<file path="config.mk">
export PLATFORM = sky130hd
export DESIGN_NAME = source_tokenizer_top_flat
export DESIGN_NICKNAME = d
export VERILOG_FILES = /design/src/rtl/sttok_pkg.sv /design/src/rtl/sttok_in_if.sv /design/src/rtl/sttok_out_if.sv /design/src/rtl/sttok_scan.sv /design/src/rtl/sttok_emit.sv /design/src/rtl/source_tokenizer_top.sv /design/src/flat_wrapper.sv
export SDC_FILE = /design/constraint.sdc
export NUM_CORES = 1
export LEC_CHECK = 0
export ABC_AREA = 1
export BUFFER_PORTS_ARGS = -buffer_cell sky130_fd_sc_hd__buf_2
export CELL_PAD_IN_SITES_DETAIL_PLACEMENT = 1
export CELL_PAD_IN_SITES_GLOBAL_PLACEMENT = 1
export CORE_MARGIN = 2
export CORE_UTILIZATION = 50
export DETAILED_ROUTE_END_ITERATION = 6
export PLACE_DENSITY = 0.87
export SLEW_MARGIN = 30
export SYNTH_ARGS = -nofsm -noshare
export SYNTH_HDL_FRONTEND = slang
export SYNTH_SLANG_ARGS = --single-unit
</file>
<file path="constraint.sdc">
create_clock -name clk -period 16.18 [get_ports clk]
set_input_delay 0 -clock clk [delete_from_list [all_inputs] [get_ports clk]]
set_output_delay 0 -clock clk [all_outputs]
set_load 0.02 [all_outputs]
</file>
<file path="src/rtl/sttok_pkg.sv">
// Source tokenizer package: token kinds, field widths, result bundle types
// and the operator lookup functions. No dependencies.
package sttok_pkg;

  localparam int LINE_WIDTH_DEF = 16;
  localparam int COL_WIDTH_DEF  = 16;
  localparam int FIELD_W        = 16;
  localparam int KIND_W         = 6;
  localparam int MAX_RESULTS    = 3;
  localparam int CNT_W          = $clog2(MAX_RESULTS + 1);
  localparam int IDX_W          = $clog2(MAX_RESULTS);

  localparam logic [KIND_W-1:0] KIND_NUMBER        = 6'd0;
  localparam logic [KIND_W-1:0] KIND_IDENT         = 6'd1;
  localparam logic [KIND_W-1:0] KIND_TRIPLE_EQUALS = 6'd2;
  localparam logic [KIND_W-1:0] KIND_LSH_EQUALS    = 6'd3;
  localparam logic [KIND_W-1:0] KIND_RSH_EQUALS    = 6'd4;
  localparam logic [KIND_W-1:0] KIND_DOT           = 6'd34;
  localparam logic [KIND_W-1:0] KIND_INVALID       = 6'd51;

  localparam logic [7:0] CH_NEWLINE = 8'd10;

  typedef struct packed {
    logic [KIND_W-1:0]  kind;
    logic [FIELD_W-1:0] line;
    logic [FIELD_W-1:0] start_col;
    logic [FIELD_W-1:0] end_col;
  } sttok_tok_t;

  typedef struct packed {
    logic [CNT_W-1:0]                   count;
    sttok_tok_t [MAX_RESULTS-1:0]       tok;
  } sttok_bundle_t;

  function automatic logic is_digit(input logic [7:0] c);
    return (c >= "0") && (c <= "9");
  endfunction

  function automatic logic is_alpha(input logic [7:0] c);
    return ((c >= "a") && (c <= "z")) || ((c >= "A") && (c <= "Z")) || (c == "_");
  endfunction

  function automatic logic is_space(input logic [7:0] c);
    return (c == " ") || ((c >= 8'd9) && (c <= 8'd13));
  endfunction

  // Single-character operators; KIND_INVALID for anything else.
  function automatic logic [KIND_W-1:0] single_kind(input logic [7:0] c);
    logic [KIND_W-1:0] k;
    case (c)
      "(": k = 6'd26;
      ")": k = 6'd27;
      "[": k = 6'd28;
      "]": k = 6'd29;
      "{": k = 6'd30;
      "}": k = 6'd31;
      ":": k = 6'd32;
      ";": k = 6'd33;
      ".": k = 6'd34;
      ",": k = 6'd35;
      "@": k = 6'd36;
      "=": k = 6'd37;
      "<": k = 6'd38;
      ">": k = 6'd39;
      "!": k = 6'd40;
      "?": k = 6'd41;
      "+": k = 6'd42;
      "-": k = 6'd43;
      "*": k = 6'd44;
      "/": k = 6'd45;
      "^": k = 6'd46;
      "%": k = 6'd47;
      "~": k = 6'd48;
      "|": k = 6'd49;
      "&": k = 6'd50;
      default: k = KIND_INVALID;
    endcase
    return k;
  endfunction

  // Two-character operators; KIND_INVALID when the pair is not one.
  function automatic logic [KIND_W-1:0] pair_kind(input logic [7:0] a, input logic [7:0] b);
    logic [KIND_W-1:0] k;
    case ({a, b})
      {"-", ">"}: k = 6'd5;
      {"+", "+"}: k = 6'd6;
      {"-", "-"}: k = 6'd7;
      {"+", "="}: k = 6'd8;
      {"-", "="}: k = 6'd9;
      {"*", "="}: k = 6'd10;
      {"/", "="}: k = 6'd11;
      {"^", "="}: k = 6'd12;
      {"%", "="}: k = 6'd13;
      {"|", "="}: k = 6'd14;
      {"&", "="}: k = 6'd15;
      {"<", ">"}: k = 6'd16;
      {"=", "="}: k = 6'd17;
      {"!", "="}: k = 6'd18;
      {"<", "="}: k = 6'd19;
      {">", "="}: k = 6'd20;
      {"|", "|"}: k = 6'd21;
      {"&", "&"}: k = 6'd22;
      {">", "<"}: k = 6'd23;
      {"<", "<"}: k = 6'd24;
      {">", ">"}: k = 6'd25;
      default:    k = KIND_INVALID;
    endcase
    return k;
  endfunction

  // First character of some two-character operator.
  function automatic logic can_extend(input logic [7:0] c);
    logic r;
    case (c)
      "-", "+", "*", "/", "^", "%", "|", "&", "<", ">", "=", "!": r = 1'b1;
      default: r = 1'b0;
    endcase
    return r;
  endfunction

endpackage

</file>
<file path="src/rtl/sttok_in_if.sv">
// Source byte channel: valid/ready handshake carrying cmd and char_code.
// Depends on nothing.
interface sttok_in_if;
  logic       valid;
  logic       ready;
  logic       cmd;
  logic [7:0] char_code;

  modport source (output valid, cmd, char_code, input ready);
  modport sink   (input valid, cmd, char_code, output ready);
endinterface

</file>
<file path="src/rtl/sttok_out_if.sv">
// Token channel: valid/ready handshake carrying one token per transaction.
// Depends on nothing.
interface sttok_out_if;
  logic        valid;
  logic        ready;
  logic [5:0]  token_kind;
  logic [15:0] line_number;
  logic [15:0] start_column;
  logic [15:0] end_column;
  logic        last;

  modport source (output valid, token_kind, line_number, start_column, end_column, last,
                  input ready);
  modport sink   (input valid, token_kind, line_number, start_column, end_column, last,
                  output ready);
endinterface

</file>
<file path="src/rtl/sttok_scan.sv">
// Scanner: input register, lexer state and the per-byte state update that
// builds a bundle of up to three tokens. Depends on sttok_pkg, sttok_in_if.
module sttok_scan #(
  parameter int LINE_WIDTH = sttok_pkg::LINE_WIDTH_DEF,
  parameter int COL_WIDTH  = sttok_pkg::COL_WIDTH_DEF
) (
  input  logic                  clk,
  input  logic                  rst,
  sttok_in_if.sink              src,
  input  logic                  free,
  output logic                  push,
  output sttok_pkg::sttok_bundle_t bundle
);
  import sttok_pkg::*;

  typedef enum logic [2:0] {
    MODE_IDLE, MODE_INT, MODE_INTDOT, MODE_FRAC, MODE_DOT, MODE_IDENT, MODE_OP1, MODE_OP2
  } mode_t;

  localparam logic [LINE_WIDTH-1:0] LINE_MAX = {LINE_WIDTH{1'b1}};
  localparam logic [COL_WIDTH-1:0]  COL_MAX  = {COL_WIDTH{1'b1}};

  logic                  in_valid;
  logic                  in_cmd;
  logic [7:0]            in_char;
  mode_t                 mode, mode_next;
  logic [LINE_WIDTH-1:0] line, line_next;
  logic [COL_WIDTH-1:0]  col, col_next;
  logic [COL_WIDTH-1:0]  tstart, tstart_next;
  logic [COL_WIDTH-1:0]  dot_col, dot_col_next;
  logic [7:0]            held, held_next;

  logic                  adv;
  logic                  do_flush;
  logic                  do_start;
  logic [COL_WIDTH-1:0]  cur;
  logic [FIELD_W-1:0]    prev16, cur16, tstart16, dot16, line16;
  logic [CNT_W-1:0]      cnt;
  sttok_tok_t [MAX_RESULTS-1:0] slot;

  assign adv       = in_valid && free;
  assign src.ready = !in_valid || free;
  assign push      = adv && (cnt != '0);

  assign cur      = (col == COL_MAX) ? col : col + 1'b1;
  assign prev16   = FIELD_W'(col);
  assign cur16    = FIELD_W'(cur);
  assign tstart16 = FIELD_W'(tstart);
  assign dot16    = FIELD_W'(dot_col);
  assign line16   = FIELD_W'(line);

  always_comb begin
    mode_next    = mode;
    line_next    = line;
    col_next     = col;
    tstart_next  = tstart;
    dot_col_next = dot_col;
    held_next    = held;
    do_flush     = 1'b0;
    do_start     = 1'b0;
    cnt          = '0;
    slot         = '0;

    if (in_cmd) begin
      do_flush = 1'b1;
    end else if (in_char == CH_NEWLINE) begin
      do_flush = 1'b1;
      col_next = '0;
      if (line != LINE_MAX) begin
        line_next = line + 1'b1;
      end
    end else begin
      col_next = cur;
      case (mode)
        MODE_IDLE: begin
          do_start = 1'b1;
        end
        MODE_INT: begin
          if (in_char == ".") begin
            dot_col_next = col;
            mode_next    = MODE_INTDOT;
          end else if (!is_digit(in_char)) begin
            do_flush = 1'b1;
            do_start = 1'b1;
          end
        end
        MODE_INTDOT, MODE_DOT: begin
          if (is_digit(in_char)) begin
            mode_next = MODE_FRAC;
          end else begin
            do_flush = 1'b1;
            do_start = 1'b1;
          end
        end
        MODE_FRAC: begin
          if (!is_digit(in_char)) begin
            do_flush = 1'b1;
            do_start = 1'b1;
          end
        end
        MODE_IDENT: begin
          if (!(is_alpha(in_char) || is_digit(in_char))) begin
            do_flush = 1'b1;
            do_start = 1'b1;
          end
        end
        MODE_OP1: begin
          // doubled < > = may still grow into a three-character operator
          if (in_char == held && (in_char == "<" || in_char == ">" || in_char == "=")) begin
            mode_next = MODE_OP2;
          end else if (pair_kind(held, in_char) != KIND_INVALID) begin
            slot[0]   = '{pair_kind(held, in_char), line16, tstart16, cur16};
            cnt       = CNT_W'(1);
            mode_next = MODE_IDLE;
          end else begin
            do_flush = 1'b1;
            do_start = 1'b1;
          end
        end
        MODE_OP2: begin
          if (in_char == "=") begin
            if (held == "=") begin
              slot[0] = '{KIND_TRIPLE_EQUALS, line16, tstart16, cur16};
            end else if (held == "<") begin
              slot[0] = '{KIND_LSH_EQUALS, line16, tstart16, cur16};
            end else begin
              slot[0] = '{KIND_RSH_EQUALS, line16, tstart16, cur16};
            end
            cnt       = CNT_W'(1);
            mode_next = MODE_IDLE;
          end else begin
            do_flush = 1'b1;
            do_start = 1'b1;
          end
        end
        default: begin
          mode_next = MODE_IDLE;
        end
      endcase
    end

    // close the pending token
    if (do_flush) begin
      mode_next = MODE_IDLE;
      case (mode)
        MODE_INT, MODE_FRAC: begin
          slot[0] = '{KIND_NUMBER, line16, tstart16, prev16};
          cnt     = CNT_W'(1);
        end
        MODE_INTDOT: begin
          slot[0] = '{KIND_NUMBER, line16, tstart16, dot16};
          slot[1] = '{KIND_DOT, line16, prev16, prev16};
          cnt     = CNT_W'(2);
        end
        MODE_DOT: begin
          slot[0] = '{KIND_DOT, line16, tstart16, tstart16};
          cnt     = CNT_W'(1);
        end
        MODE_IDENT: begin
          slot[0] = '{KIND_IDENT, line16, tstart16, prev16};
          cnt     = CNT_W'(1);
        end
        MODE_OP1: begin
          slot[0] = '{single_kind(held), line16, tstart16, tstart16};
          cnt     = CNT_W'(1);
        end
        MODE_OP2: begin
          slot[0] = '{pair_kind(held, held), line16, tstart16, prev16};
          cnt     = CNT_W'(1);
        end
        default: begin
          cnt = '0;
        end
      endcase
    end

    // open a new token on the current byte
    if (do_start && !is_space(in_char)) begin
      tstart_next = cur;
      if (is_digit(in_char)) begin
        mode_next = MODE_INT;
      end else if (in_char == ".") begin
        mode_next = MODE_DOT;
      end else if (is_alpha(in_char)) begin
        mode_next = MODE_IDENT;
      end else if (can_extend(in_char)) begin
        mode_next = MODE_OP1;
        held_next = in_char;
      end else begin
        slot[cnt[IDX_W-1:0]] = '{single_kind(in_char), line16, cur16, cur16};
        cnt                  = cnt + 1'b1;
      end
    end

    // end of source: back to the start of a fresh text
    if (in_cmd) begin
      line_next = LINE_WIDTH'(1);
      col_next  = '0;
    end
  end

  assign bundle = '{cnt, slot};

  always_ff @(posedge clk) begin
    if (rst) begin
      in_valid <= 1'b0;
      mode     <= MODE_IDLE;
      line     <= LINE_WIDTH'(1);
      col      <= '0;
      tstart   <= '0;
      dot_col  <= '0;
      held     <= '0;
    end else begin
      if (src.ready) begin
        in_valid <= src.valid;
        in_cmd   <= src.cmd;
        in_char  <= src.char_code;
      end
      if (adv) begin
        mode    <= mode_next;
        line    <= line_next;
        col     <= col_next;
        tstart  <= tstart_next;
        dot_col <= dot_col_next;
        held    <= held_next;
      end
    end
  end

endmodule

</file>
<file path="src/rtl/sttok_emit.sv">
// Result register: holds one token bundle and hands its tokens out one per
// transaction. Depends on sttok_pkg, sttok_out_if.
module sttok_emit (
  input  logic                     clk,
  input  logic                     rst,
  input  logic                     push,
  input  sttok_pkg::sttok_bundle_t bundle,
  output logic                     free,
  sttok_out_if.source              tok
);
  import sttok_pkg::*;

  logic              held_valid;
  sttok_bundle_t     held_bundle;
  logic [IDX_W-1:0]  idx;
  logic              is_last;
  sttok_tok_t        cur_tok;

  assign cur_tok = held_bundle.tok[idx];
  assign is_last = (CNT_W'(idx) == held_bundle.count - 1'b1);
  assign free    = !held_valid || (tok.ready && is_last);

  assign tok.valid        = held_valid;
  assign tok.token_kind   = cur_tok.kind;
  assign tok.line_number  = cur_tok.line;
  assign tok.start_column = cur_tok.start_col;
  assign tok.end_column   = cur_tok.end_col;
  assign tok.last         = is_last;

  always_ff @(posedge clk) begin
    if (rst) begin
      held_valid <= 1'b0;
      idx        <= '0;
    end else if (push) begin
      held_valid  <= 1'b1;
      held_bundle <= bundle;
      idx         <= '0;
    end else if (held_valid && tok.ready) begin
      if (is_last) begin
        held_valid <= 1'b0;
      end else begin
        idx <= idx + 1'b1;
      end
    end
  end

endmodule

</file>
<file path="src/rtl/source_tokenizer_top.sv">
// Source tokenizer, top level: input register and scanner feeding the
// token result register. Depends on sttok_pkg, both channel interfaces,
// sttok_scan and sttok_emit.
//
// Takes one source byte (or an end-of-source command) per transaction on src
// and returns tokens on tok, each with kind, line and first/last column; last
// marks the final token caused by one byte. A byte is accepted every cycle as
// long as the token side keeps up: every token takes one transaction on tok,
// so a byte that closes n tokens (at most three) holds the input until all
// n are taken, and the sustained rate is set by the single-token-per-cycle
// result register. A byte passes the input register, then the result
// register, before its first token appears. Line and column counters saturate
// at 2^LINE_WIDTH-1 and 2^COL_WIDTH-1; outputs carry their low 16 bits.
module source_tokenizer_top #(
  parameter int LINE_WIDTH = sttok_pkg::LINE_WIDTH_DEF,
  parameter int COL_WIDTH  = sttok_pkg::COL_WIDTH_DEF
) (
  input  logic         clk,
  input  logic         rst,
  sttok_in_if.sink     src,
  sttok_out_if.source  tok
);
  import sttok_pkg::*;

  logic          free;
  logic          push;
  sttok_bundle_t bundle;

  sttok_scan #(
    .LINE_WIDTH (LINE_WIDTH),
    .COL_WIDTH  (COL_WIDTH)
  ) u_scan (
    .clk    (clk),
    .rst    (rst),
    .src    (src),
    .free   (free),
    .push   (push),
    .bundle (bundle)
  );

  sttok_emit u_emit (
    .clk    (clk),
    .rst    (rst),
    .push   (push),
    .bundle (bundle),
    .free   (free),
    .tok    (tok)
  );

endmodule

</file>
<file path="src/flat_wrapper.sv">
// flat-port wrapper written by rule: the top's interface ports become plain ports
module source_tokenizer_top_flat import sttok_pkg::*;
#(
  parameter int LINE_WIDTH = sttok_pkg::LINE_WIDTH_DEF,
  parameter int COL_WIDTH  = sttok_pkg::COL_WIDTH_DEF
)
  (clk, rst, src_valid, src_cmd, src_char_code, src_ready, tok_valid, tok_token_kind, tok_line_number, tok_start_column, tok_end_column, tok_last, tok_ready);
  sttok_in_if src_i ();
  sttok_out_if tok_i ();
  input  logic clk;
  input  logic rst;
  input wire logic [$bits(src_i.valid)-1:0] src_valid;
  input wire logic [$bits(src_i.cmd)-1:0] src_cmd;
  input wire logic [$bits(src_i.char_code)-1:0] src_char_code;
  output wire logic [$bits(src_i.ready)-1:0] src_ready;
  output wire logic [$bits(tok_i.valid)-1:0] tok_valid;
  output wire logic [$bits(tok_i.token_kind)-1:0] tok_token_kind;
  output wire logic [$bits(tok_i.line_number)-1:0] tok_line_number;
  output wire logic [$bits(tok_i.start_column)-1:0] tok_start_column;
  output wire logic [$bits(tok_i.end_column)-1:0] tok_end_column;
  output wire logic [$bits(tok_i.last)-1:0] tok_last;
  input wire logic [$bits(tok_i.ready)-1:0] tok_ready;
  assign src_i.valid = src_valid;
  assign src_i.cmd = src_cmd;
  assign src_i.char_code = src_char_code;
  assign src_ready = src_i.ready;
  assign tok_valid = tok_i.valid;
  assign tok_token_kind = tok_i.token_kind;
  assign tok_line_number = tok_i.line_number;
  assign tok_start_column = tok_i.start_column;
  assign tok_end_column = tok_i.end_column;
  assign tok_last = tok_i.last;
  assign tok_i.ready = tok_ready;
  source_tokenizer_top #(.LINE_WIDTH(LINE_WIDTH), .COL_WIDTH(COL_WIDTH)) u_core (.clk(clk), .rst(rst), .src(src_i), .tok(tok_i));
endmodule
</file>
==> reports/qor.csv, run 1 <==
stage,metric,value,unit
critical_path,crit_fanout,75,
routing,drt_first_pass_iters,5,
critical_path,timing.rr.start,u_core.u_scan.in_char[0],
clock_tree,cts_sinks,220,
critical_path,r2r_slack,10650,ps
power_and_ir_drop,power-per-cell-area,97.41,mW/mm2
synth,ys_ff_latch,220,
timing,post-route-period-util,0.3416,
finish,multi_input_area,0.005390,mm2
routing,top_layer,met4,
timing,fmaxAchievable,0.1809,GHz
run,cap_violations,0,
synth,synth_flop_cell,edfxtp_1,
synth,yosysSeqAreaShare,0.4735,
clock_tree,clk_latency,540,ps
placement,port_buffers,69,
finish,nets,1656,
placement,place_congestion,0.9674,
timing,hold_viol_final,0,
critical_path,setup.worst_path.start,u_core.u_scan.in_char[0],
timing,fin_skew,31.62,ps
clock_tree,cts_resized,0,
finish,diodes,0,
routing,viasPerCell,5.942,
clock_tree,cts-buffers-inserted,24,
synth,synth-edff-count,141,
die,die_y,160.7,um
routing,wl_met1,18600,um
finish,nFillCells,3064,
timing,fin_crit,5527,ps
finish,final_util,0.5628,
synth,ys_types,50,
die,dieArea,0.02584,mm2
critical_path,r2r-end,u_core.u_emit.held_bundle[16],
finish,area_growth,11.10,%
worst_hold_path,min_path_type,in -> reg,
clock_tree,tritoncts,done,
die,die_x,160.7,um
critical_path,criticalPathCategory,reg -> reg,
clock_tree,post_cts_buffers,0,
global_routing,grt-ovfl-total,0,
clock_tree,clk_pin_slew_worst_paths,70,ps
critical_path,crit_path_end,u_core.u_emit.held_bundle[16],
routing,dr_wl_met2,19620,um
critical_path,cp-start-kind,flip-flop,
routing,drt_wl_total,42370,um
timing,worst_slew_pin_slew,967.9,ps
critical_path,r2r_cells,16,
die,rows,57,
routing,post-route-drc-count,0,
global_routing,grt_pass1_vias,11760,
power_and_ir_drop,ir_drop,0.00009060,V
critical_path,end_kind,flip-flop,
synth,syn_area_per_cell,7.706,um2
global_routing,antenna_found_initial,0,
global_routing,groute.usage.overall,0.3232,
synth,ys_warn_count,0,
synth,syn-num-nets,1612,
clock_tree,cts_root_buf,clkbuf_16,
synth,postSynthCellCount,1594,
placement,hpwl,30150,um
global_routing,grt_pass1_wl,65830,um
timing,setup_violations,0,
timing,slew_headroom,0.3548,
timing,drv_slew,0,
synth,syn_area,0.01228,mm2
global_routing,grt_max_degree,80,
power_and_ir_drop,leakage,5.392,nW
die,coreArea,0.02425,mm2
timing,rsz0062_at_grt,no,
finish,drive_above_1_share,0.1147,
timing,fin_tns_setup,0,ps
synth,synthArstFlopShare,0,
status,status,"complete, no violations",
routing,dr_wl_met3,3481,um
routing,first_iter_violations,918,
clock_tree,cts_hold_buffers,11,
die,ios,70,
routing,drt.antenna.violating_nets,0,
critical_path,cp.arrival,5670,ps
die,start_util,0.5066,
routing,via_count,11770,
finish,final-seq-area,0.005817,mm2
critical_path,crit_required,16320,ps
clock_tree,cts_max_level,1,
routing,wl_per_cell,21.40,um
clock_tree,clock_path_buffers,3,
## how the worst min path moves through the flow
| stage | to | slack (ps) | startpoint | depth (start not counted) |
|---|---|---|---|---|
| after floorplan | u_core.u_scan.in_char[0] | 100 | src_char_code[0] | 0 |
| after global placement | u_core.u_scan.in_char[2] | 180 | src_char_code[2] | 1 |
| after detailed placement | u_core.u_scan.in_char[2] | 180 | src_char_code[2] | 1 |
| after CTS | u_core.u_scan.held[7] | 10 | rst | 2 |
| after global routing | u_core.u_scan.col[11] | 40 | rst | 2 |
| final | u_core.u_scan.held[7] | 10 | rst | 2 |
## cells in the final DEF (no fill, tap or decap), drive strengths merged, types with 16 or more instances in the layout
cell,count
nand3,92
buf,77
o221ai,16
o21ai,100
inv,202
xor2,17
o31ai,23
edfxtp,141
dfxtp,79
nor3,41
nor2,255
o22ai,50
clkbuf,31
nand2,317
a21oi,126
## sequential cells by signal (all words and copies together), names as in the netlist, 2 cells and up
| signal | cells |
|---|---|
| u_core.u_scan.line | 16 |
| u_core.u_scan.dot16 | 16 |
| u_core.u_scan.held | 8 |
| u_core.u_emit.idx | 2 |
| u_core.u_scan.col | 16 |
| u_core.u_scan.tstart | 16 |
| u_core.u_emit.held_bundle | 132 |
| u_core.u_scan.mode | 3 |
| u_core.u_scan.in_char | 8 |
## logic make-up after synthesis
logic type,Yosys count,share of synthesized area
and+or+nand+nor,729,0.2534
AOI/OAI and AO/OA,350,0.1665
buffers and inverters,271,0.08791
DFF,220,0.4735
xor gates and xnor gates,19,0.01355
adders and majority gates,5,0.005093
## through the flow
step	setup WS [ps]	cell area [um2]	total power, W	instances	hold WS (ps)
3_5_place_dp	10760	12780	0.0008051	1925	179.1
2_1_floorplan	10860	12280	0.0007532	1594	98.87
3_3_place_gp	11010	12770	0.0007978	1925	177.2
6_report	10650	13650	0.001329	1980	12.79
4_1_cts	10690	13650	0.001328	1980	10.30
5_1_grt	10240	13650	0.001367	1980	40.76
## synthesized netlist by cell type (7+ instances only)
| cell type | instances | area share |
|---|---|---|
| nor3_1 | 41 | 0.017 |
| nand2_2 | 24 | 0.012 |
| o22ai_1 | 50 | 0.025 |
| edfxtp_1 | 141 | 0.34 |
| a31oi_1 | 10 | 0.0051 |
| o221ai_1 | 16 | 0.011 |
| nand4_1 | 12 | 0.0061 |
| nor2_2 | 10 | 0.0051 |
| o31ai_1 | 23 | 0.014 |
| a211oi_1 | 9 | 0.0055 |
| xor2_1 | 17 | 0.012 |
| dfxtp_1 | 79 | 0.13 |
| nand2_1 | 292 | 0.089 |
| clkbuf_1 | 45 | 0.014 |
| nand3_1 | 87 | 0.035 |
| nor2_1 | 241 | 0.074 |
| inv_2 | 19 | 0.0058 |
| o21ai_0 | 88 | 0.036 |
| buf_2 | 15 | 0.0061 |
| inv_1 | 180 | 0.055 |
| nor4_1 | 7 | 0.0036 |
| a21oi_1 | 125 | 0.051 |
## per-layer routing
metal | vias to the layer above | global-route usage
li1 | 5487 | -
met1 | 5755 | 0.4540
met2 | 474 | 0.5315
met3 | 50 | 0.05398
met4 | 0 | 0.06575
met5 | - | 0
## power breakdown
part	internal, W	switching, W	total [W]
combinational	0.0000400	0.000125	0.000165
sequential	0.000622	0.0000141	0.000636
clock	0.000294	0.000234	0.000528
## area by class of cell
type,count,share of cell area
clock buffer,31,0.04887
clock inverter,13,0.006785
inverter,201,0.05565
multi-input combinational,1103,0.3950
sequential,220,0.4262
tap,324,0.02971
timing repair buffer,88,0.03777
## worst max-delay path: stages, from the launching register on
cell,delay [ps]
edfxtp_1,530
inv_2,130
nand2_2,70
nor2_1,220
nand2_1,80
nand2_1,350
clkinv_1,620
nand3_2,640
nand2_1,270
ha_1,360
inv_1,40
nand2_1,50
nand2_1,60
nand2_1,100
nand3_1,150
inv_4,560
buf_4,850
Power figures use the tool's default switching activity.
==> run 2, diff against run 1 <==
Settings changed: CORE_UTILIZATION 50 to 42, PLACE_DENSITY 0.87 to 0.78.
Clock period 16.18 ns to 4.75 ns, I/O delays scaled along.
==> run 2 against run 1 <==
Compared with the run above:
- hold slack gained 41 ps
- largest power group unchanged
- worst setup slack lost 10000 ps
- critical path depth grew 4
- wire length shrank 2.9%
- largest cell class unchanged
- register-to-register slack lost 10000 ps
- design area grew 1.1%
- clock power grew to 3.4 times the previous value
==> reports/qor.csv, run 2 (synthesis gave the netlist of run 1 again) <==
stage,metric,value,unit,change
die,rows,62,,+8.8%
finish,nFillCells,3595,,+17%
critical_path,crit_fanout,104,,+39%
critical_path,cpMostUsedCell,nand2_1,,
die,die_y,175.0,um,+8.9%
finish,largest-register,u_core.u_emit.held_bundle,,
routing,drt_wl_total,41140,um,-2.9%
routing,dr_wl_met3,2974,um,-15%
finish,final_common_cell,nand2_1,,
timing,fin_crit,4060,ps,-1467 ps
global_routing,antenna_found_initial,1,,+1
routing,dr_wl_met2,18270,um,-6.9%
die,ios,70,,unchanged
timing,worst_slew_pin_slew,844.8,ps,-123.0 ps
die,die_x,175.0,um,+8.9%
finish,multi_input_area,0.005390,mm2,unchanged
die,start_util,0.4268,,-0.07976
critical_path,criticalPathCategory,reg -> reg,,
critical_path,critPathMaxStageDelay,550,ps,-300 ps
global_routing,grt_pass1_wl,64870,um,-1.5%
finish,final-seq-area,0.005817,mm2,unchanged
critical_path,end_kind,flip-flop,,
routing,first_iter_violations,1026,,+12%
critical_path,path_cells,nor2_1 -> nand2_1 -> nor2_2 -> nand2_1 -> nand2_1 -> nor2_1 -> nand2_1 -> nor2_2 -> nand3_2 -> nand3_2 -> nand2_1 -> o21ai_1 -> ha_1 -> inv_1 -> nand2_1 -> nand2_1 -> nand2_1 -> nand3_1 -> clkinvlp_4 -> buf_12,,
routing,wl_met1,19050,um,+2.4%
routing,top_layer,met5,,
timing,fmaxAchievable,0.2463,GHz,+36%
critical_path,timing.rr.start,u_core.u_scan.in_char[1],,
timing,setup_violations,0,,unchanged
clock_tree,clock_path_buffers,3,,unchanged
die,dieArea,0.03063,mm2,+19%
global_routing,grt-ovfl-total,0,,unchanged
status,status,"complete, no violations",,
routing,via_count,11550,,-1.8%
clock_tree,cts_max_level,1,,unchanged
power_and_ir_drop,p_total,0.004519,W,+240%
clock_tree,cts_resized,0,,unchanged
power_and_ir_drop,leakage,5.422,nW,+0.56%
placement,hpwl,30130,um,about the same
die,coreArea,0.02878,mm2,+19%
timing,fin_skew,33.51,ps,+1.898 ps
finish,largest_register_ffs,132,,unchanged
power_and_ir_drop,ir_drop,0.0002455,V,+170%
critical_path,crit_slowest_cell,edfxtp_1,,
critical_path,cp.arrival,4200,ps,-1470 ps
timing,fin_tns_setup,0,ps,unchanged
worst_hold_path,min_path_type,in -> reg,,
finish,nets,1666,,+0.60%
clock_tree,tritoncts,done,,
critical_path,crit_required,4890,ps,-11430 ps
global_routing,grt_pass1_vias,11610,,-1.3%
global_routing,groute.usage.overall,0.2680,,-0.05512
run,cap_violations,0,,unchanged
routing,viasPerCell,5.635,,-5.2%
worst_hold_path,worstHoldStart,rst,,
clock_tree,cts_root_buf,clkbuf_16,,
clock_tree,cts_sinks,220,,unchanged
clock_tree,clk_latency,530,ps,about the same
routing,wl_per_cell,20.07,um,-6.2%
finish,diodes,0,,unchanged
timing,hold_viol_final,0,,unchanged
routing,drt_first_pass_iters,5,,unchanged
timing,rsz0062_at_grt,no,,
timing,slew_headroom,0.4347,,+0.07994
timing,post-route-period-util,0.8548,,+0.5132
critical_path,cp-start-kind,flip-flop,,
global_routing,grt_max_degree,105,,+31%
placement,port_buffers,69,,unchanged
critical_path,worst-path-buf-inv,3,,-2
finish,layout_common_cells,"291 x nand2_1, 241 x nor2_1, 179 x inv_1",,
timing,drv_slew,0,,unchanged
critical_path,setup.worst_path.start,u_core.u_scan.in_char[1],,
power_and_ir_drop,power-per-cell-area,327.5,mW/mm2,+240%
finish,area_growth,12.35,%,
routing,post-route-drc-count,0,,unchanged
clock_tree,cts_hold_buffers,11,,unchanged
clock_tree,clk_pin_slew_worst_paths,60,ps,about the same
critical_path,critical-path-top-delay-family,simple AND/OR/NAND/NOR gates,,
placement,place_congestion,0.9234,,-4.5%
clock_tree,cts-buffers-inserted,24,,unchanged
finish,drive_above_1_share,0.1182,,+0.003513
routing,drt.antenna.violating_nets,0,,unchanged
clock_tree,post_cts_buffers,0,,unchanged
-- run 2: cell types whose count changed in the layout (fill, tap and decap cells not counted), sizes merged --
cell      change
clkbuf        -2
bufinv        +1
buf          +10
inv           -3
clkinv        +1
clkinvlp      +3
-- run 2: path summary, 6_finish.rpt --
check                                   to  depth (start not counted)  slack, ps
max reg2reg  u_core.u_emit.held_bundle[47]                         20        690
min reg2reg         u_core.u_scan.dot16[6]                          2        460
min                 u_core.u_scan.in_valid                          2         50
max          u_core.u_emit.held_bundle[47]                         20        690
-- run 2: report_power, final --
| group | total [W] | switching, W | internal [W] |
|---|---|---|---|
| clock network | 0.00178 | 0.000778 | 0.00100 |
| logic | 0.000576 | 0.000432 | 0.000143 |
| registers | 0.00216 | 0.0000460 | 0.00212 |
| total | 0.00452 | 0.00126 | 0.00326 |
-- run 2: layout make-up --
class | count | share of cell area
clock inverter | 15 | 0.008614
timing repair buffer | 98 | 0.04370
sequential | 220 | 0.4215
multi-input combinational | 1103 | 0.3906
clock buffer | 29 | 0.04561
inverter | 201 | 0.05513
tap | 384 | 0.03482
-- run 2: routing by layer --
| metal | vias up | GRT usage |
|---|---|---|
| met2 | 374 | 0.4244 |
| met1 | 5620 | 0.3862 |
| met3 | 56 | 0.04003 |
| met4 | 2 | 0.06528 |
| met5 | - | 0 |
| li1 | 5499 | - |
-- run 2: worst register-to-register path, delay by kind of cell, from the launching register on --
family,cells,cell delay [ps]
adder cells (fa/ha/maj),1,300
AO/OA/AOI/OAI,1,120
flip-flops,1,550
AND/OR/NAND/NOR,15,2040
buffers and inverters,3,600
-- run 2: through the flow --
stage / hold slack, ps / util / setup WS [ps] / instances / cell area (um2)
2_1_floorplan: 98.87 / - / 74.07 / 1594 / 12290
3_3_place_gp: 176.5 / 0.4496 / 973.0 / 1995 / 12940
3_5_place_dp: 178.3 / 0.4497 / 843.9 / 1995 / 12940
4_1_cts: 50.93 / 0.4795 / 793.8 / 2050 / 13800
5_1_grt: 64.12 / 0.4795 / 331.0 / 2050 / 13800
6_report: 53.97 / 0.4795 / 689.7 / 2050 / 13800
==> run 3, diff against run 2 <==
Settings changed: ABC_AREA 1 to not set, CORE_UTILIZATION 42 to 43, PLACE_DENSITY 0.78 to 0.77.
==> run 3 against run 2 <==
Compared with the run above:
- worst setup slack got worse by 110 ps
- wire length fell by 4.2%
- non-clock buffer count grew 15
- die area shrank 0.75%
==> reports/qor.csv, run 3 <==
stage,metric,value,unit,change
status,status,"complete, no violations",,
power_and_ir_drop,pwr-share-seq,0.480,,about the same
timing,post-route-period-util,0.8771,,+0.02228
timing,hold_viol_final,0,,unchanged
power_and_ir_drop,combinationalPowerShare,0.097,,-0.030
critical_path,crit_fanout,19,,-82%
finish,final_common_cell,nor2_1,,
critical_path,worst-path-buf-inv,3,,unchanged
power_and_ir_drop,leakage,4.637,nW,-14%
routing,via_count,10820,,-6.3%
die,rows,62,,unchanged
critical_path,r2r_cells,13,,-35%
finish,fin_area,0.01404,mm2,+1.8%
power_and_ir_drop,p_sw_frac,0.2542,,-0.02372
timing,setup_violations,0,,unchanged
placement,port_buffers,69,,unchanged
synth,synth_top_area_cell,edfxtp_1,,
timing,drv_slew,0,,unchanged
timing,fmaxAchievable,0.2400,GHz,-2.5%
critical_path,criticalPathCategory,reg -> reg,,
critical_path,end_kind,flip-flop,,
clock_tree,clk_pin_slew_worst_paths,60,ps,about the same
synth,ys_top_cells_by_area,"edfxtp_1 34%, dfxtp_1 13%, mux2i_1 6.1%, nor2_1 4.6%, o21ai_0 4.3%",,
critical_path,crit_required,5020,ps,+130 ps
global_routing,grt_pass1_vias,10790,,-7.1%
global_routing,groute.usage.overall,0.2547,,-0.01335
routing,drt_wl_total,39390,um,-4.2%
synth,ys_types,93,,+86%
worst_hold_path,worstHoldStart,tok_ready,,
power_and_ir_drop,clkPwrFrac,0.424,,+0.030
die,die_x,174.4,um,-0.38%
timing,rsz0062_at_grt,no,,
clock_tree,clk_latency,520,ps,about the same
finish,diodes,0,,unchanged
global_routing,grt_pass1_wl,61780,um,-4.8%
routing,drt_first_pass_iters,5,,unchanged
clock_tree,tritoncts,done,,
routing,post-route-drc-count,0,,unchanged
critical_path,r2r-end,u_core.u_emit.held_bundle[11],,
power_and_ir_drop,p_int,0.003307,W,+1.3%
timing,worst_slew_pin_slew,965.2,ps,+120.4 ps
finish,final-seq-area,0.005821,mm2,about the same
timing,fin_tns_setup,0,ps,unchanged
routing,first_iter_violations,1018,,-0.78%
worst_hold_path,hold_end,u_core.u_emit.tok.valid,,
synth,ys_warn_count,0,,unchanged
global_routing,antenna_found_initial,0,,-1
die,start_util,0.4359,,+0.009132
synth,syn-num-nets,1373,,-15%
synth,synthArstFlopShare,0,,unchanged
placement,placed_cell_area,0.01314,mm2,+1.5%
clock_tree,cts_max_level,1,,unchanged
timing,slew_headroom,0.3565,,-0.07819
critical_path,r2r_slack,580,ps,-110 ps
worst_hold_path,min_path_cells,4,,+2
synth,synth_common_cells,"152 x nor2_1, 141 x edfxtp_1, 124 x nand2_1",,
critical_path,cpMostUsedCell,inv_1,,
clock_tree,cts-buffers-inserted,24,,unchanged
global_routing,grt_max_degree,62,,-41%
global_routing,grt-ovfl-total,0,,unchanged
synth,synth-edff-count,141,,unchanged
clock_tree,cts_root_buf,clkbuf_16,,
finish,layout_common_cells,"151 x nor2_1, 141 x edfxtp_1, 124 x nand2_1",,
finish,drive_above_1_share,0.1288,,+0.01058
die,die_y,174.4,um,-0.38%
timing,fin_skew,13.86,ps,-19.66 ps
finish,final_util,0.4906,,+0.01117
clock_tree,cts_sinks,220,,unchanged
finish,multi_input_area,0.006147,mm2,+14%
die,ios,70,,unchanged
synth,postSynthCellCount,1355,,-15%
finish,nets,1405,,-16%
worst_hold_path,min_path_type,in -> reg,,
finish,area_growth,12.55,%,
critical_path,cp-start-kind,flip-flop,,
run,cap_violations,0,,unchanged
synth,syn_area_per_cell,9.209,um2,+20%
die,coreArea,0.02863,mm2,-0.54%
critical_path,critPathMaxStageDelay,650,ps,+100 ps
critical_path,critical-path-top-delay-family,simple AND/OR/NAND/NOR gates,,
synth,synth_flop_cell,edfxtp_1,,
routing,wl_per_cell,22.02,um,+9.7%
power_and_ir_drop,ir_drop,0.0002783,V,+13%
finish,largest_register_ffs,132,,unchanged
routing,viasPerCell,6.050,,+7.4%
synth,ys_ff_latch,220,,unchanged
synth,synth.most_common_cell,nor2_1,,
die,dieArea,0.03040,mm2,-0.75%
clock_tree,clock_path_buffers,3,,unchanged
finish,largest-register,u_core.u_emit.held_bundle,,
clock_tree,post_cts_buffers,0,,unchanged
power_and_ir_drop,power-per-cell-area,315.8,mW/mm2,-3.6%
synth,yosysSeqAreaShare,0.4661,,-0.007406
power_and_ir_drop,p_switching,0.001127,W,-10%
critical_path,timing.rr.start,u_core.u_scan.in_char[5],,
placement,hpwl,27150,um,-9.9%
critical_path,crit_slowest_cell,or4_1,,
timing,fin_crit,4166,ps,+105.8 ps
critical_path,path_cells,nor3b_4 -> nand3_2 -> o311ai_1 -> nand4_1 -> and3_1 -> inv_1 -> ha_1 -> inv_1 -> or4_1 -> buf_4 -> nand2_1 -> o21ai_0 -> o211a_1,,
synth,yosysTopAreaCellShare,0.3393,,-0.005392
placement,place_congestion,0.9616,,+4.1%
synth,syn_area,0.01248,mm2,+1.6%
critical_path,cp.arrival,4430,ps,+230 ps
routing,drt.antenna.violating_nets,0,,unchanged
finish,nFillCells,3282,,-8.7%
[run 3: cell count changes in the layout (fill, tap and decap cells not counted), moves of 33 or more]
cell / previous run / this run
nand2_1: 291 / 124
inv_1: 179 / 24
nor2_1: 241 / 151
mux2i_1: 0 / 76
a21oi_1: 125 / 79
nand3_1: 87 / 52
o22ai_1: 50 / 17
[run 3: area by class of cell]
cell class,instances,share of cell area
sequential,220,0.4144
timing repair buffer,113,0.05096
multi-input combinational,1004,0.4377
clock inverter,10,0.008731
inverter,24,0.006414
clock buffer,34,0.04757
tap,384,0.03421
[run 3: worst max-delay path by stage]
stage	cells after the start	slack [ps]	start	end
3_5_place_dp	13	660	u_core.u_scan.in_char[5]	u_core.u_emit.held_bundle[11]
6_report	13	580	u_core.u_scan.in_char[5]	u_core.u_emit.held_bundle[11]
2_1_floorplan	10	4	u_core.u_scan.in_char[6]	u_core.u_emit.held_bundle[0]
5_1_grt	13	300	u_core.u_scan.in_char[5]	u_core.u_emit.held_bundle[11]
3_3_place_gp	13	870	u_core.u_scan.in_char[5]	u_core.u_emit.held_bundle[7]
4_1_cts	13	640	u_core.u_scan.in_char[5]	u_core.u_emit.held_bundle[11]
[run 3: per-stage QoR]
stage	total power [W]	worst slack, ps	hold WS (ps)	instances
2_1_floorplan	0.002431	4.052	98.87	1355
3_3_place_gp	0.002568	870.6	176.5	1734
3_5_place_dp	0.002582	659.1	179.7	1734
4_1_cts	0.004451	636.9	10.86	1789
5_1_grt	0.004569	295.7	48.86	1789
6_report	0.004435	583.9	36.15	1789
[run 3: cells by family (layout without fill, tap and decap cells)]
group	count (synthesis)	count (layout)	synth area share
buffers and inverters	131	181	0.04392
XOR/XNOR	37	37	0.02597
multiplexers	76	76	0.06096
adder cells (fa/ha/maj)	5	5	0.005014
AND/OR/NAND/NOR	548	548	0.2286
flip-flops	220	220	0.4661
AO/OA/AOI/OAI	338	338	0.1695
[run 3: layer usage]
layer	vias up	GRT usage	routed length, um
met5	-	0	0
met4	0	0.05357	693
met3	53	0.02975	2361
met2	343	0.4238	18630
met1	5410	0.3581	17710
li1	5017	-	-
[run 3: what timing repair did]
item | CTS | global route
resized for setup | 0 | 0
hold buffers | 11 | 0
endpoints found under the hold margin | 28 | 0
[run 3: power groups by stage]
stage | combinational, W | sequential [W] | clock [W]
global placement | 0.000405 | 0.00216 | 0
detailed placement | 0.000415 | 0.00217 | 0
finish | 0.000428 | 0.00213 | 0.00188
floorplan | 0.000291 | 0.00214 | 0
global route | 0.000460 | 0.00213 | 0.00198
CTS | 0.000425 | 0.00213 | 0.00190
[run 3: worst register-to-register path, stage by stage (launching register included)]
cell and delay [ps]:
edfxtp_1 590, nor3b_4 500, nand3_2 260, o311ai_1 250
nand4_1 290, and3_1 270, inv_1 130, ha_1 180
inv_1 70, or4_1 650, buf_4 270, nand2_1 160
o21ai_0 110, o211a_1 180
